## src/sv/slb_pkg.sv

```systemverilog
package slb_pkg;

    // value accumulator width and the width reported for a plain decimal
    localparam int          VALUE_BITS_DEF = 64;
    localparam logic [15:0] DEFAULT_WIDTH  = 16'd32;

    // literal width saturates at this value
    localparam logic [15:0] WIDTH_MAX = 16'hFFFF;

    // depth of the queues between front, back and the result port
    localparam int QUEUE_DEPTH = 2;

    typedef enum logic [1:0] {
        ST_OK        = 2'd0,
        ST_MALFORMED = 2'd1,
        ST_OCTAL     = 2'd2,
        ST_OVERFLOW  = 2'd3
    } t_status;

    typedef enum logic [1:0] {
        RX_DEC = 2'd0,
        RX_BIN = 2'd1,
        RX_HEX = 2'd2,
        RX_OCT = 2'd3
    } t_radix;

    typedef enum logic [2:0] {
        PH_START = 3'd0,
        PH_WIDTH = 3'd1,
        PH_BASE  = 3'd2,
        PH_VALUE = 3'd3,
        PH_TRAIL = 3'd4,
        PH_ERROR = 3'd5
    } t_phase;

    // one input word
    typedef struct packed {
        logic [7:0] ch;
        logic       last;
    } t_in_word;

    // one result word
    typedef struct packed {
        logic [15:0] bit_width;
        logic [63:0] number;
        t_status     status;
    } t_out_word;

    // classified character handed from front to back
    typedef struct packed {
        logic       last;
        logic       is_space;
        logic       is_apos;
        logic       is_digit;   // 0-9, a-f or A-F
        logic [3:0] dig;        // digit value when is_digit
        logic       is_base;    // one of the base letters b, d, h, o
        t_radix     base_rx;
    } t_cls;

endpackage

```

## src/sv/sized_literal_to_binary_core.sv

```systemverilog
// Sized number literal parser. Characters of a literal such as 8'hA5 enter on
// i_item one per cycle (push/full); i_item.last marks the final character and
// produces exactly one result on o_result (empty/pop) with the declared width,
// the value kept in VALUE_BITS bits and a status: ok, malformed, octal
// unsupported or value overflow. A literal of decimal digits alone reports
// width 32. Leading and trailing whitespace is ignored, embedded whitespace is
// malformed, and widths above 65535 saturate. Throughput is one character per
// cycle, set by the back end's accumulator, which does one times-ten or shift
// add per character, while the result queue has room for each result. A result
// passes from its last character through the two-entry character queue, the
// back end and the two-entry result queue to o_result.
module sized_literal_to_binary_core
    import slb_pkg::*;
#(
    parameter int VALUE_BITS = VALUE_BITS_DEF
) (
    input  logic      i_clk,
    input  logic      i_rst_n,
    input  logic      push,
    input  t_in_word  i_item,
    output logic      full,
    output logic      empty,
    input  logic      pop,
    output t_out_word o_result
);

    t_cls      w_cls;
    logic      w_cls_empty;
    logic      w_cls_pop;
    logic      w_res_full;
    logic      w_res_push;
    t_out_word w_res;
    logic [$bits(t_out_word)-1:0] w_res_bits;

    // accept and classify characters
    slb_front u_front (
        .i_clk       (i_clk),
        .i_rst_n     (i_rst_n),
        .i_push      (push),
        .i_item      (i_item),
        .o_full      (full),
        .i_cls_pop   (w_cls_pop),
        .o_cls       (w_cls),
        .o_cls_empty (w_cls_empty)
    );

    // accumulate width and value, build the result
    slb_back #(
        .VALUE_BITS (VALUE_BITS)
    ) u_back (
        .i_clk       (i_clk),
        .i_rst_n     (i_rst_n),
        .i_cls       (w_cls),
        .i_cls_empty (w_cls_empty),
        .o_cls_pop   (w_cls_pop),
        .i_res_full  (w_res_full),
        .o_res_push  (w_res_push),
        .o_res       (w_res)
    );

    // hold results until popped
    slb_fifo #(
        .WIDTH ($bits(t_out_word)),
        .DEPTH (QUEUE_DEPTH)
    ) u_res_queue (
        .i_clk   (i_clk),
        .i_rst_n (i_rst_n),
        .i_push  (w_res_push),
        .i_data  (w_res),
        .o_full  (w_res_full),
        .i_pop   (pop),
        .o_data  (w_res_bits),
        .o_empty (empty)
    );

    assign o_result = t_out_word'(w_res_bits);

endmodule

```

## src/sv/slb_fifo.sv

```systemverilog
module slb_fifo
    import slb_pkg::*;
#(
    parameter int WIDTH = 8,
    parameter int DEPTH = 2
) (
    input  logic             i_clk,
    input  logic             i_rst_n,
    input  logic             i_push,
    input  logic [WIDTH-1:0] i_data,
    output logic             o_full,
    input  logic             i_pop,
    output logic [WIDTH-1:0] o_data,
    output logic             o_empty
);

    localparam int AW = (DEPTH > 1) ? $clog2(DEPTH) : 1;
    localparam int CW = $clog2(DEPTH + 1);

    logic [WIDTH-1:0] r_mem [DEPTH];
    logic [AW-1:0]    r_wr_ptr, n_wr_ptr;
    logic [AW-1:0]    r_rd_ptr, n_rd_ptr;
    logic [CW-1:0]    r_count,  n_count;
    logic             w_push, w_pop;

    assign o_full  = (r_count == CW'(DEPTH));
    assign o_empty = (r_count == '0);
    assign o_data  = r_mem[r_rd_ptr];
    assign w_push  = i_push && !o_full;
    assign w_pop   = i_pop && !o_empty;

    // advance pointers with wrap, track fill level
    always_comb begin
        n_wr_ptr = r_wr_ptr;
        n_rd_ptr = r_rd_ptr;
        n_count  = r_count;
        if (w_push) begin
            n_wr_ptr = (r_wr_ptr == AW'(DEPTH - 1)) ? '0 : r_wr_ptr + 1'b1;
        end
        if (w_pop) begin
            n_rd_ptr = (r_rd_ptr == AW'(DEPTH - 1)) ? '0 : r_rd_ptr + 1'b1;
        end
        if (w_push && !w_pop) begin
            n_count = r_count + 1'b1;
        end else if (w_pop && !w_push) begin
            n_count = r_count - 1'b1;
        end
    end

    always_ff @(posedge i_clk) begin
        if (!i_rst_n) begin
            r_wr_ptr <= '0;
            r_rd_ptr <= '0;
            r_count  <= '0;
        end else begin
            r_wr_ptr <= n_wr_ptr;
            r_rd_ptr <= n_rd_ptr;
            r_count  <= n_count;
        end
    end

    // store the incoming word
    always_ff @(posedge i_clk) begin
        if (w_push) begin
            r_mem[r_wr_ptr] <= i_data;
        end
    end

endmodule

```

## src/sv/slb_front.sv

```systemverilog
module slb_front
    import slb_pkg::*;
(
    input  logic     i_clk,
    input  logic     i_rst_n,
    input  logic     i_push,
    input  t_in_word i_item,
    output logic     o_full,
    input  logic     i_cls_pop,
    output t_cls     o_cls,
    output logic     o_cls_empty
);

    localparam logic [7:0] CH_APOS  = 8'h27;
    localparam logic [7:0] CH_SPACE = 8'h20;
    localparam logic [7:0] CH_TAB   = 8'h09;
    localparam logic [7:0] CH_CR    = 8'h0D;
    localparam logic [7:0] CH_0     = 8'h30;
    localparam logic [7:0] CH_9     = 8'h39;
    localparam logic [7:0] CH_LA    = 8'h61;
    localparam logic [7:0] CH_LF    = 8'h66;
    localparam logic [7:0] CH_UA    = 8'h41;
    localparam logic [7:0] CH_UF    = 8'h46;
    localparam logic [7:0] CH_B     = 8'h62;
    localparam logic [7:0] CH_D     = 8'h64;
    localparam logic [7:0] CH_H     = 8'h68;
    localparam logic [7:0] CH_O     = 8'h6F;

    t_cls              w_cls;
    logic [$bits(t_cls)-1:0] w_cls_bits;

    // classify the character
    always_comb begin
        w_cls          = '0;
        w_cls.last     = i_item.last;
        w_cls.is_space = (i_item.ch inside {CH_SPACE, [CH_TAB:CH_CR]});
        w_cls.is_apos  = (i_item.ch == CH_APOS);
        w_cls.base_rx  = RX_DEC;
        if (i_item.ch inside {[CH_0:CH_9]}) begin
            w_cls.is_digit = 1'b1;
            w_cls.dig      = 4'(i_item.ch - CH_0);
        end else if (i_item.ch inside {[CH_LA:CH_LF]}) begin
            w_cls.is_digit = 1'b1;
            w_cls.dig      = 4'(i_item.ch - CH_LA + 8'd10);
        end else if (i_item.ch inside {[CH_UA:CH_UF]}) begin
            w_cls.is_digit = 1'b1;
            w_cls.dig      = 4'(i_item.ch - CH_UA + 8'd10);
        end
        case (i_item.ch)
            CH_B: begin
                w_cls.is_base = 1'b1;
                w_cls.base_rx = RX_BIN;
            end
            CH_D: begin
                w_cls.is_base = 1'b1;
                w_cls.base_rx = RX_DEC;
            end
            CH_H: begin
                w_cls.is_base = 1'b1;
                w_cls.base_rx = RX_HEX;
            end
            CH_O: begin
                w_cls.is_base = 1'b1;
                w_cls.base_rx = RX_OCT;
            end
            default: begin
                w_cls.is_base = 1'b0;
            end
        endcase
    end

    // hold classified words until the back takes them
    slb_fifo #(
        .WIDTH ($bits(t_cls)),
        .DEPTH (QUEUE_DEPTH)
    ) u_cls_queue (
        .i_clk   (i_clk),
        .i_rst_n (i_rst_n),
        .i_push  (i_push),
        .i_data  (w_cls),
        .o_full  (o_full),
        .i_pop   (i_cls_pop),
        .o_data  (w_cls_bits),
        .o_empty (o_cls_empty)
    );

    assign o_cls = t_cls'(w_cls_bits);

endmodule

```

## src/sv/slb_back.sv

```systemverilog
module slb_back
    import slb_pkg::*;
#(
    parameter int VALUE_BITS = VALUE_BITS_DEF
) (
    input  logic      i_clk,
    input  logic      i_rst_n,
    input  t_cls      i_cls,
    input  logic      i_cls_empty,
    output logic      o_cls_pop,
    input  logic      i_res_full,
    output logic      o_res_push,
    output t_out_word o_res
);

    localparam int EW = VALUE_BITS + 4;

    t_phase                r_phase, n_phase, w_phase_nx;
    logic [15:0]           r_width, n_width;
    logic [VALUE_BITS-1:0] r_value, n_value;
    t_radix                r_radix, n_radix;
    logic                  r_seen,  n_seen;
    t_status               r_err,   n_err;

    logic                  w_dec_ok, w_rx_ok;
    t_radix                w_add_rx;
    logic [EW-1:0]         w_acc_ext, w_mul, w_sum;
    logic                  w_ovf;
    logic [19:0]           w_wsum;
    logic [15:0]           w_wsat;
    logic                  w_take;

    // take a word when there is one and a result, if due, has room
    assign w_take     = !i_cls_empty && (!i_cls.last || !i_res_full);
    assign o_cls_pop  = w_take;
    assign o_res_push = w_take && i_cls.last;

    // digit checks for decimal and for the current radix
    assign w_dec_ok = i_cls.is_digit && (i_cls.dig <= 4'd9);
    always_comb begin
        case (r_radix)
            RX_BIN:  w_rx_ok = i_cls.is_digit && (i_cls.dig <= 4'd1);
            RX_OCT:  w_rx_ok = i_cls.is_digit && (i_cls.dig <= 4'd7);
            RX_HEX:  w_rx_ok = i_cls.is_digit;
            default: w_rx_ok = w_dec_ok;
        endcase
    end

    // value accumulator step: shift or times ten, plus digit
    assign w_add_rx  = (r_phase == PH_VALUE) ? r_radix : RX_DEC;
    assign w_acc_ext = (r_phase == PH_START) ? '0 : EW'(r_value);
    always_comb begin
        case (w_add_rx)
            RX_BIN:  w_mul = w_acc_ext << 1;
            RX_HEX:  w_mul = w_acc_ext << 4;
            default: w_mul = (w_acc_ext << 3) + (w_acc_ext << 1);
        endcase
    end
    assign w_sum = w_mul + EW'(i_cls.dig);
    assign w_ovf = |w_sum[EW-1:VALUE_BITS];

    // width accumulator step, saturating
    assign w_wsum = ({4'b0, r_width} << 3) + ({4'b0, r_width} << 1) + 20'(i_cls.dig);
    assign w_wsat = (|w_wsum[19:16]) ? WIDTH_MAX : w_wsum[15:0];

    // next phase
    always_comb begin
        case (r_phase)
            PH_START: begin
                if (i_cls.is_space)  w_phase_nx = PH_START;
                else if (w_dec_ok)   w_phase_nx = PH_WIDTH;
                else                 w_phase_nx = PH_ERROR;
            end
            PH_WIDTH: begin
                if (i_cls.is_apos)       w_phase_nx = PH_BASE;
                else if (i_cls.is_space) w_phase_nx = PH_TRAIL;
                else if (w_dec_ok)       w_phase_nx = PH_WIDTH;
                else                     w_phase_nx = PH_ERROR;
            end
            PH_BASE: begin
                w_phase_nx = i_cls.is_base ? PH_VALUE : PH_ERROR;
            end
            PH_VALUE: begin
                if (i_cls.is_space) w_phase_nx = r_seen ? PH_TRAIL : PH_ERROR;
                else if (w_rx_ok)   w_phase_nx = PH_VALUE;
                else                w_phase_nx = PH_ERROR;
            end
            PH_TRAIL: begin
                w_phase_nx = i_cls.is_space ? PH_TRAIL : PH_ERROR;
            end
            default: begin
                w_phase_nx = PH_ERROR;
            end
        endcase
    end

    // accumulators and pending status
    always_comb begin
        n_width = r_width;
        n_value = r_value;
        n_radix = r_radix;
        n_seen  = r_seen;
        n_err   = r_err;
        if (w_phase_nx == PH_ERROR) begin
            n_err = ST_MALFORMED;
        end
        case (r_phase)
            PH_START: begin
                if (!i_cls.is_space && w_dec_ok) begin
                    n_width = 16'(i_cls.dig);
                    n_radix = RX_DEC;
                    n_value = w_sum[VALUE_BITS-1:0];
                    if (w_ovf && r_err == ST_OK) n_err = ST_OVERFLOW;
                end
            end
            PH_WIDTH: begin
                if (i_cls.is_apos) begin
                    n_value = '0;
                    n_err   = ST_OK;
                end else if (!i_cls.is_space && w_dec_ok) begin
                    n_width = w_wsat;
                    n_value = w_sum[VALUE_BITS-1:0];
                    if (w_ovf && r_err == ST_OK) n_err = ST_OVERFLOW;
                end
            end
            PH_BASE: begin
                if (i_cls.is_base) begin
                    n_radix = i_cls.base_rx;
                    if (i_cls.base_rx == RX_OCT) n_err = ST_OCTAL;
                end
            end
            PH_VALUE: begin
                if (!i_cls.is_space && w_rx_ok) begin
                    n_seen = 1'b1;
                    if (r_radix != RX_OCT) begin
                        n_value = w_sum[VALUE_BITS-1:0];
                        if (w_ovf && r_err == ST_OK) n_err = ST_OVERFLOW;
                    end
                end
            end
            default: begin
                n_seen = r_seen;
            end
        endcase
    end

    // result from the state after this character
    always_comb begin
        o_res.bit_width = '0;
        o_res.number    = '0;
        o_res.status    = ST_MALFORMED;
        if (w_phase_nx == PH_WIDTH || (w_phase_nx == PH_TRAIL && !n_seen)) begin
            o_res.bit_width = DEFAULT_WIDTH;
            o_res.number    = 64'(n_value);
            o_res.status    = n_err;
        end else if ((w_phase_nx == PH_VALUE || w_phase_nx == PH_TRAIL) && n_seen) begin
            o_res.bit_width = n_width;
            o_res.number    = (n_err == ST_OCTAL) ? '0 : 64'(n_value);
            o_res.status    = n_err;
        end
    end

    // drop back to the start state after the last character
    assign n_phase = i_cls.last ? PH_START : w_phase_nx;

    always_ff @(posedge i_clk) begin
        if (!i_rst_n) begin
            r_phase <= PH_START;
            r_width <= '0;
            r_value <= '0;
            r_radix <= RX_DEC;
            r_seen  <= 1'b0;
            r_err   <= ST_OK;
        end else if (w_take) begin
            r_phase <= n_phase;
            if (i_cls.last) begin
                r_width <= '0;
                r_value <= '0;
                r_radix <= RX_DEC;
                r_seen  <= 1'b0;
                r_err   <= ST_OK;
            end else begin
                r_width <= n_width;
                r_value <= n_value;
                r_radix <= n_radix;
                r_seen  <= n_seen;
                r_err   <= n_err;
            end
        end
    end

endmodule
```

## config.mk

```make
export PLATFORM = sky130hd
export DESIGN_NAME = sized_literal_to_binary_core
export DESIGN_NICKNAME = d
export VERILOG_FILES = /design/src/sv/slb_pkg.sv /design/src/sv/sized_literal_to_binary_core.sv /design/src/sv/slb_fifo.sv /design/src/sv/slb_front.sv /design/src/sv/slb_back.sv
export SDC_FILE = /design/constraint.sdc
export NUM_CORES = 1
export LEC_CHECK = 0
export BUFFER_PORTS_ARGS = -buffer_cell sky130_fd_sc_hd__buf_2
export CORE_ASPECT_RATIO = 1.4
export CORE_MARGIN = 2
export CORE_UTILIZATION = 60
export CTS_CLUSTER_SIZE = 10
export DETAILED_ROUTE_END_ITERATION = 10
export HOLD_SLACK_MARGIN = 0.05
export PLACE_DENSITY_LB_ADDON = 0.1
export REMOVE_ABC_BUFFERS = 1
export SLEW_MARGIN = 20
export SYNTH_ARGS = -nofsm -noshare
export SYNTH_HDL_FRONTEND = slang
export SYNTH_SLANG_ARGS = --single-unit
```

## constraint.sdc

```tcl
create_clock -name i_clk -period 9 [get_ports i_clk]
set_clock_uncertainty 0.15 [all_clocks]
set_input_delay 0.9 -clock i_clk [delete_from_list [all_inputs] [get_ports i_clk]]
set_output_delay 0.9 -clock i_clk [all_outputs]
set_load 0.005 [all_outputs]
```

==> flow_summary.yaml, run 1 <==
outcome:
  status: "completed"
clocking:
  post_cts_buffers: 0
  cts_hold_buf: 0
  cts.repair.resized: 0
  cts_max_level: 2
  cts_made_buffers: 35
  cts_root_buffer: "clkbuf_16"
  path_clk_slew_ns: 0.05
  clk_latency_ns: 0.55
  cts_max_path_buffers: 3
  clock_sinks: 284
  cts_tree: "yes"
sta:
  setup-violations-final: 0
  final-hold-violation-count: 0
  slew_viol_final: 0
  tightest_slew_ns: 1.002
  finalCriticalPeriod_ns: 8.078
  rsz0062_at_grt: "false"
  fmax_ghz: 0.1238
  relSlewSlack_pct: 32.37
  finalCritPeriodShare_pct: 89.76
synth:
  synth_top_flop_cell: "edfxtp_1"
  synth.area.top_cells: "edfxtp_1 23%, dfxtp_1 8.0%, mux2_2 4.3%"
  yosysWarnings: 0
  syn_area_mm2: 0.02438
  synth-seq-cells: 284
  yosysSeqAreaShare_pct: 30.95
  yosysMostFrequentCell: "nand2_1"
  yosysTopAreaCell: "edfxtp_1"
  syn_area_per_cell_um2: 8.508
  syn_inst: 2866
  async_reset_ff_share_pct: 0
  synthTopCellsByCount: "232 x nand2_1, 202 x o21ai_0, 186 x edfxtp_1, 162 x clkbuf_1, 162 x nor2_1"
  synth_top_area_share_pct: 22.91
  synth_edf_count: 186
  ys_types: 104
pwr:
  power.leakage_nw: 8.550
  max-vdd-ir-drop_uv: 401.7
  power_w: 0.004591
  power_density_mw_per_mm2: 177.1
setup_path:
  worst-path-buf-inv: 3
  cp_cell_sequence: "inv_1, nor3b_1, nand2_1, ha_2, buf_4, nand2_1, a2111oi_0, or4_1, nand4_1, a2111oi_0, nand2_1, nor4_1, nand4_1, o21a_1, o21ai_0, a32oi_1, o31ai_1, o21bai_4, buf_12, a21oi_1"
  start_kind: "flip-flop"
  criticalPathCategory: "reg2reg"
  crit_top_cell: "nand2_1"
  cp_slowest_stage_delay_ns: 0.87
  critPathArrivalTime_ns: 8.28
  cp_slowest_cell: "a2111oi_0"
  worstPathRequired_ns: 9.20
  worstPathMaxFanout: 33
  cp_top_family: "compound AO/OA/AOI/OAI gates"
  crit_path_end_kind: "flip-flop"
floorplanning:
  fp.dieW_um: 174.4
  die_area_mm2: 0.04229
  pin_count: 97
  die_h_um: 242.5
  core_mm2: 0.04017
  fp-row-count: 87
  start_util_pct: 60.70
global_route:
  antenna_found_initial: 0
  grt_pass1_wl_um: 129800
  grt_max_degree: 87
  globalRouteTotalUtil_pct: 38.58
  grt_pass1_vias: 22750
  overflow: 0
final_layout:
  nNetsFinal: 2877
  drive_above_1_share_pct: 15.33
  antenna_cells: 0
  design_area_mm2: 0.02592
  fillCellCount: 3409
  syn2layout_area_growth_pct: 6.312
placement:
  dp_hpwl_um: 59820
  post_dp_cell_area_mm2: 0.02483
  gp_congestion: 1.076
  portBuffers: 96
drt:
  ant_nets: 0
  num_vias: 23790
  drt_pass1_iterations: 7
  drtIter0Drc: 2828
  viasPerCell: 7.070
  wirelength_um: 84410
  drc_errors: 0
  wire_per_inst_um: 25.08
worst_hold_path:
  hp-class: "reg2reg"
job:
  cap_violations: 0
==> registers in the layout (all words and copies together), names as in the netlist, named ones only <==
register / cells
u_back.r_err: 2
u_back.r_phase: 3
u_back.r_radix: 2
u_back.r_seen: 1
u_back.r_value: 64
u_back.r_width: 16
u_front.u_cls_queue.r_count: 2
u_front.u_cls_queue.r_mem: 22
u_front.u_cls_queue.r_rd_ptr: 1
u_front.u_cls_queue.r_wr_ptr: 1
u_res_queue.r_count: 2
u_res_queue.r_mem: 164
u_res_queue.r_rd_ptr: 1
u_res_queue.r_wr_ptr: 1
==> cells in the final DEF, fill, tap and decap left out, types with 17 or more instances in the layout <==
cell type  synthesis  routed
dfxtp_1           98      97
nand2b_1          27      26
xor2_1            44      44
or3b_2            20      20
a32oi_1           17      17
nand3b_1          35      35
a21oi_2           62      62
o21ai_0          202     202
mux2_2            94      94
nor4_1            20      20
a21o_1            38      37
a21oi_1          160     160
o21a_1            27      27
or2_2             27      26
clkbuf_1         162      22
buf_2             32      96
mux2i_1           18      18
nor2b_1           35      35
and3_1            23      23
nor3_1            83      83
xnor2_1           90      90
a221oi_1          23      23
and4_1            17      17
a22oi_1          124     124
nand3_1           69      69
a31oi_1           26      26
a22o_1            22      22
a211oi_1          45      45
nand2_1          232     232
or3_1             41      40
buf_4              6      47
o211ai_1          21      21
clkbuf_16          0      36
nor2_1           162     160
and2_1            97      96
ha_1              57      55
nand4_1           38      38
inv_1             54      54
edfxtp_1         186     186
==> worst reg2reg max path: stages, from the launching register on <==
cell and delay (ns):
dfxtp_1 0.69, inv_1 0.21, nor3b_1 0.49, nand2_1 0.17, ha_2 0.82, buf_4 0.46
nand2_1 0.33, a2111oi_0 0.35, or4_1 0.34, nand4_1 0.18, a2111oi_0 0.87, nand2_1 0.11
nor4_1 0.71, nand4_1 0.23, o21a_1 0.22, o21ai_0 0.19, a32oi_1 0.15, o31ai_1 0.60
o21bai_4 0.17, buf_12 0.21, a21oi_1 0.26
==> per-layer routing <==
layer / global-route usage [%] / routed length [um] / up-vias
li1: - / - / 10770
met1: 46.74 / 31990 / 11410
met2: 66.14 / 41030 / 1313
met3: 4.630 / 6197 / 300
met4: 21.82 / 5193 / 0
met5: 0 / 0 / -
==> worst paths after layout <==
path                          start                       to  slack (ns)  depth (start not counted)
setup / recovery  u_back.r_phase[0]  u_res_queue.r_mem[0][5]        0.92                         20
hold / removal      u_back.r_err[1]          u_back.r_err[1]        0.35                          2
setup reg to reg  u_back.r_phase[0]  u_res_queue.r_mem[0][5]        0.92                         20
hold reg to reg     u_back.r_err[1]          u_back.r_err[1]        0.35                          2
==> metrics by stage <==
stage / worst slack (ns) / std cells / utilization, % / hold WS, ns / TNS, ns
2_1_floorplan: -2.434 / 2620 / - / 0.3115 / -293.19
3_3_place_gp: 1.322 / 3300 / 61.80 / 0.3409 / 0
3_5_place_dp: 1.188 / 3300 / 61.80 / 0.3452 / 0
4_1_cts: 1.156 / 3364 / 64.48 / 0.3530 / 0
5_1_grt: 0.4502 / 3365 / 64.54 / 0.4090 / 0
6_report: 0.9217 / 3365 / 64.54 / 0.3496 / 0
==> area by class of cell <==
cell class | instances | area (um^2) | area share, %
inverters | 55 | 206.4 | 0.7964
flip-flops and latches | 284 | 7551 | 29.13
repair buffers | 147 | 913.4 | 3.524
clock buffers | 60 | 1011 | 3.900
clock inverters | 4 | 63.81 | 0.2462
well taps | 534 | 668.1 | 2.577
multi-input cells | 2281 | 15510 | 59.83
==> power by group <==
group | internal (W) | total [W] | switching [W]
sequential | 0.00161 | 0.00171 | 0.000106
clock | 0.000772 | 0.00134 | 0.000571
combinational | 0.000497 | 0.00154 | 0.00104
total | 0.00287 | 0.00459 | 0.00172
==> cell families after synthesis <==
logic type	Yosys count	share of synthesized area [%]
AOI/OAI and AO/OA	976	28.08
xor gates and xnor gates	134	4.813
adders and majority gates	61	3.212
buffers and inverters	301	5.629
DFF	284	30.95
muxes	112	5.080
and+or+nand+nor	998	22.23
No activity file was read; power rests on OpenSTA's default activity.
==> inputs of run 2 (changes only) <==
--- a/config.mk
+++ b/config.mk
@@ -8,7 +8,7 @@
 export BUFFER_PORTS_ARGS = -buffer_cell sky130_fd_sc_hd__buf_2
 export CORE_ASPECT_RATIO = 1.4
 export CORE_MARGIN = 2
-export CORE_UTILIZATION = 60
+export CORE_UTILIZATION = 40
 export CTS_CLUSTER_SIZE = 10
 export DETAILED_ROUTE_END_ITERATION = 10
 export HOLD_SLACK_MARGIN = 0.05
==> flow_summary.yaml, run 2 (synthesized netlist as in run 1, its figures left out) <==
worst_hold_path:
  min_from: "u_back.r_err[1]"
  hp-class: "reg2reg"
clocking:
  path_clk_slew_ns: 0.06
  clk_latency_ns: 0.56
  cts_made_buffers: 35
  cts_max_path_buffers: 3
  cts_max_level: 2
  post_cts_buffers: 0
  cts_tree: "yes"
  cts_hold_buf: 0
  cts.repair.resized: 0
  cts_root_buffer: "clkbuf_16"
  clock_sinks: 284
drt:
  num_vias: 23070
  drt_pass1_iterations: 6
  drtIter0Drc: 1902
  ant_nets: 0
  wirelength_um: 91940
  wire_per_inst_um: 25.11
  viasPerCell: 6.300
  drc_errors: 0
sta:
  slew_viol_final: 0
  finalCritPeriodShare_pct: 90.41
  finalCriticalPeriod_ns: 8.137
  setup-violations-final: 0
  fin_ws_ns: 0.8632
  rsz0062_at_grt: "false"
  relSlewSlack_pct: 25.60
  final-hold-violation-count: 0
  whs_ns: 0.3629
  tightest_slew_ns: 1.107
  fmax_ghz: 0.1229
final_layout:
  syn2layout_area_growth_pct: 8.215
  antenna_cells: 0
  largest_reg_flops: 164
  final_cell_mix: "232 x nand2_1, 202 x o21ai_0, 186 x edfxtp_1, 161 x nor2_1, 160 x a21oi_1"
  nNetsFinal: 2890
  reg_top3: "u_res_queue.r_mem x164, u_back.r_value x64, u_front.u_cls_queue.r_mem x22"
  drive_above_1_share_pct: 15.65
  fillCellCount: 6154
  regMostFlops: "u_res_queue.r_mem"
  final_common_cell: "nand2_1"
setup_path:
  cp_slowest_stage_delay_ns: 0.72
  cp_cell_sequence: "inv_1, nor3b_1, nand2_1, ha_2, buf_4, nand2_1, a2111oi_0, or4_1, nand3_1, nor4b_1, nand3_1, nor4_4, nand4b_2, or4_1, or4_1, a32oi_1, o31ai_1, o21bai_4, buf_12, a21oi_2"
  crit_top_cell: "or4_1"
  startpoint: "u_back.r_phase[0]"
  r2r-start: "u_back.r_phase[0]"
  start_kind: "flip-flop"
  worstPathMaxFanout: 40
  critPathArrivalTime_ns: 8.25
  worstPathRequired_ns: 9.11
  crit_path_end_kind: "flip-flop"
  cp_slowest_cell: "ha_2"
  criticalPathCategory: "reg2reg"
job:
  cap_violations: 0
global_route:
  globalRouteTotalUtil_pct: 28.62
  grt_max_degree: 78
  grt_pass1_wl_um: 138200
  overflow: 0
  grt_pass1_vias: 22470
  antenna_found_initial: 1
floorplanning:
  core_mm2: 0.06051
  fp.dieW_um: 212.7
  die_h_um: 296.1
  start_util_pct: 40.29
  fp-row-count: 107
  pin_count: 97
  die_area_mm2: 0.06298
outcome:
  status: "completed"
placement:
  portBuffers: 96
  dp_slack_ns: 0.9445
  dp_hpwl_um: 66820
  gp_congestion: 0.9880
pwr:
  max-vdd-ir-drop_uv: 223.7
  power.leakage_nw: 8.611
  power_density_mw_per_mm2: 175.1
  power_w: 0.004620
run 2: changes by cell type in the layout (fill, tap and decap cells not counted), sizes merged:
cell    before  now
clkbuf      60   61
inv         57   55
buf        147  160
clkinv       2    3
run 2: final cells by class:
| cell class | instances | area (um^2) | area share [%] |
|---|---|---|---|
| clock inverter | 3 | 28.78 | 0.1091 |
| clock buffer | 61 | 1036 | 3.926 |
| multi-input combinational | 2281 | 15510 | 58.77 |
| inverter | 55 | 206.4 | 0.7824 |
| timing repair buffer | 160 | 1036 | 3.926 |
| tap | 817 | 1022 | 3.874 |
| sequential | 284 | 7551 | 28.62 |
run 2: through the flow:
stage,TNS (ns),util [%],cell area [um^2],instances
floorplan,-293.19,-,23220,2620
global placement,0,41.85,25320,3597
detailed placement,0,41.85,25320,3597
CTS,0,43.60,26390,3661
global route,0,43.60,26390,3661
finish,0,43.60,26390,3661
run 2: where the power goes:
part / switching [W] / total (W) / internal, W
combinational: 0.00106 / 0.00157 / 0.000510
sequential: 0.000101 / 0.00171 / 0.00161
clock: 0.000560 / 0.00134 / 0.000781
run 2: final timing paths:
path,end,slack [ns],depth (start not counted)
max,u_res_queue.r_mem[1][33],0.86,20
min,u_back.r_err[1],0.36,2
max reg2reg,u_res_queue.r_mem[1][33],0.86,20
min reg2reg,u_back.r_err[1],0.36,2
run 2: worst max-delay path: cells and delay by family (launching register included):
family,cells,cell delay (ns)
AND/OR/NAND/NOR,11,3.80
AO/OA/AOI/OAI,5,1.37
buffers and inverters,3,1.02
adder cells (fa/ha/maj),1,0.72
flip-flops,1,0.69
run 2: metal layers:
layer | up-vias | GRT usage [%] | wire [um]
met5 | - | 0 | 0
met4 | 0 | 11.05 | 3538
met3 | 177 | 3.240 | 4041
met2 | 707 | 52.48 | 47450
met1 | 11380 | 33.90 | 36910
li1 | 10800 | - | -
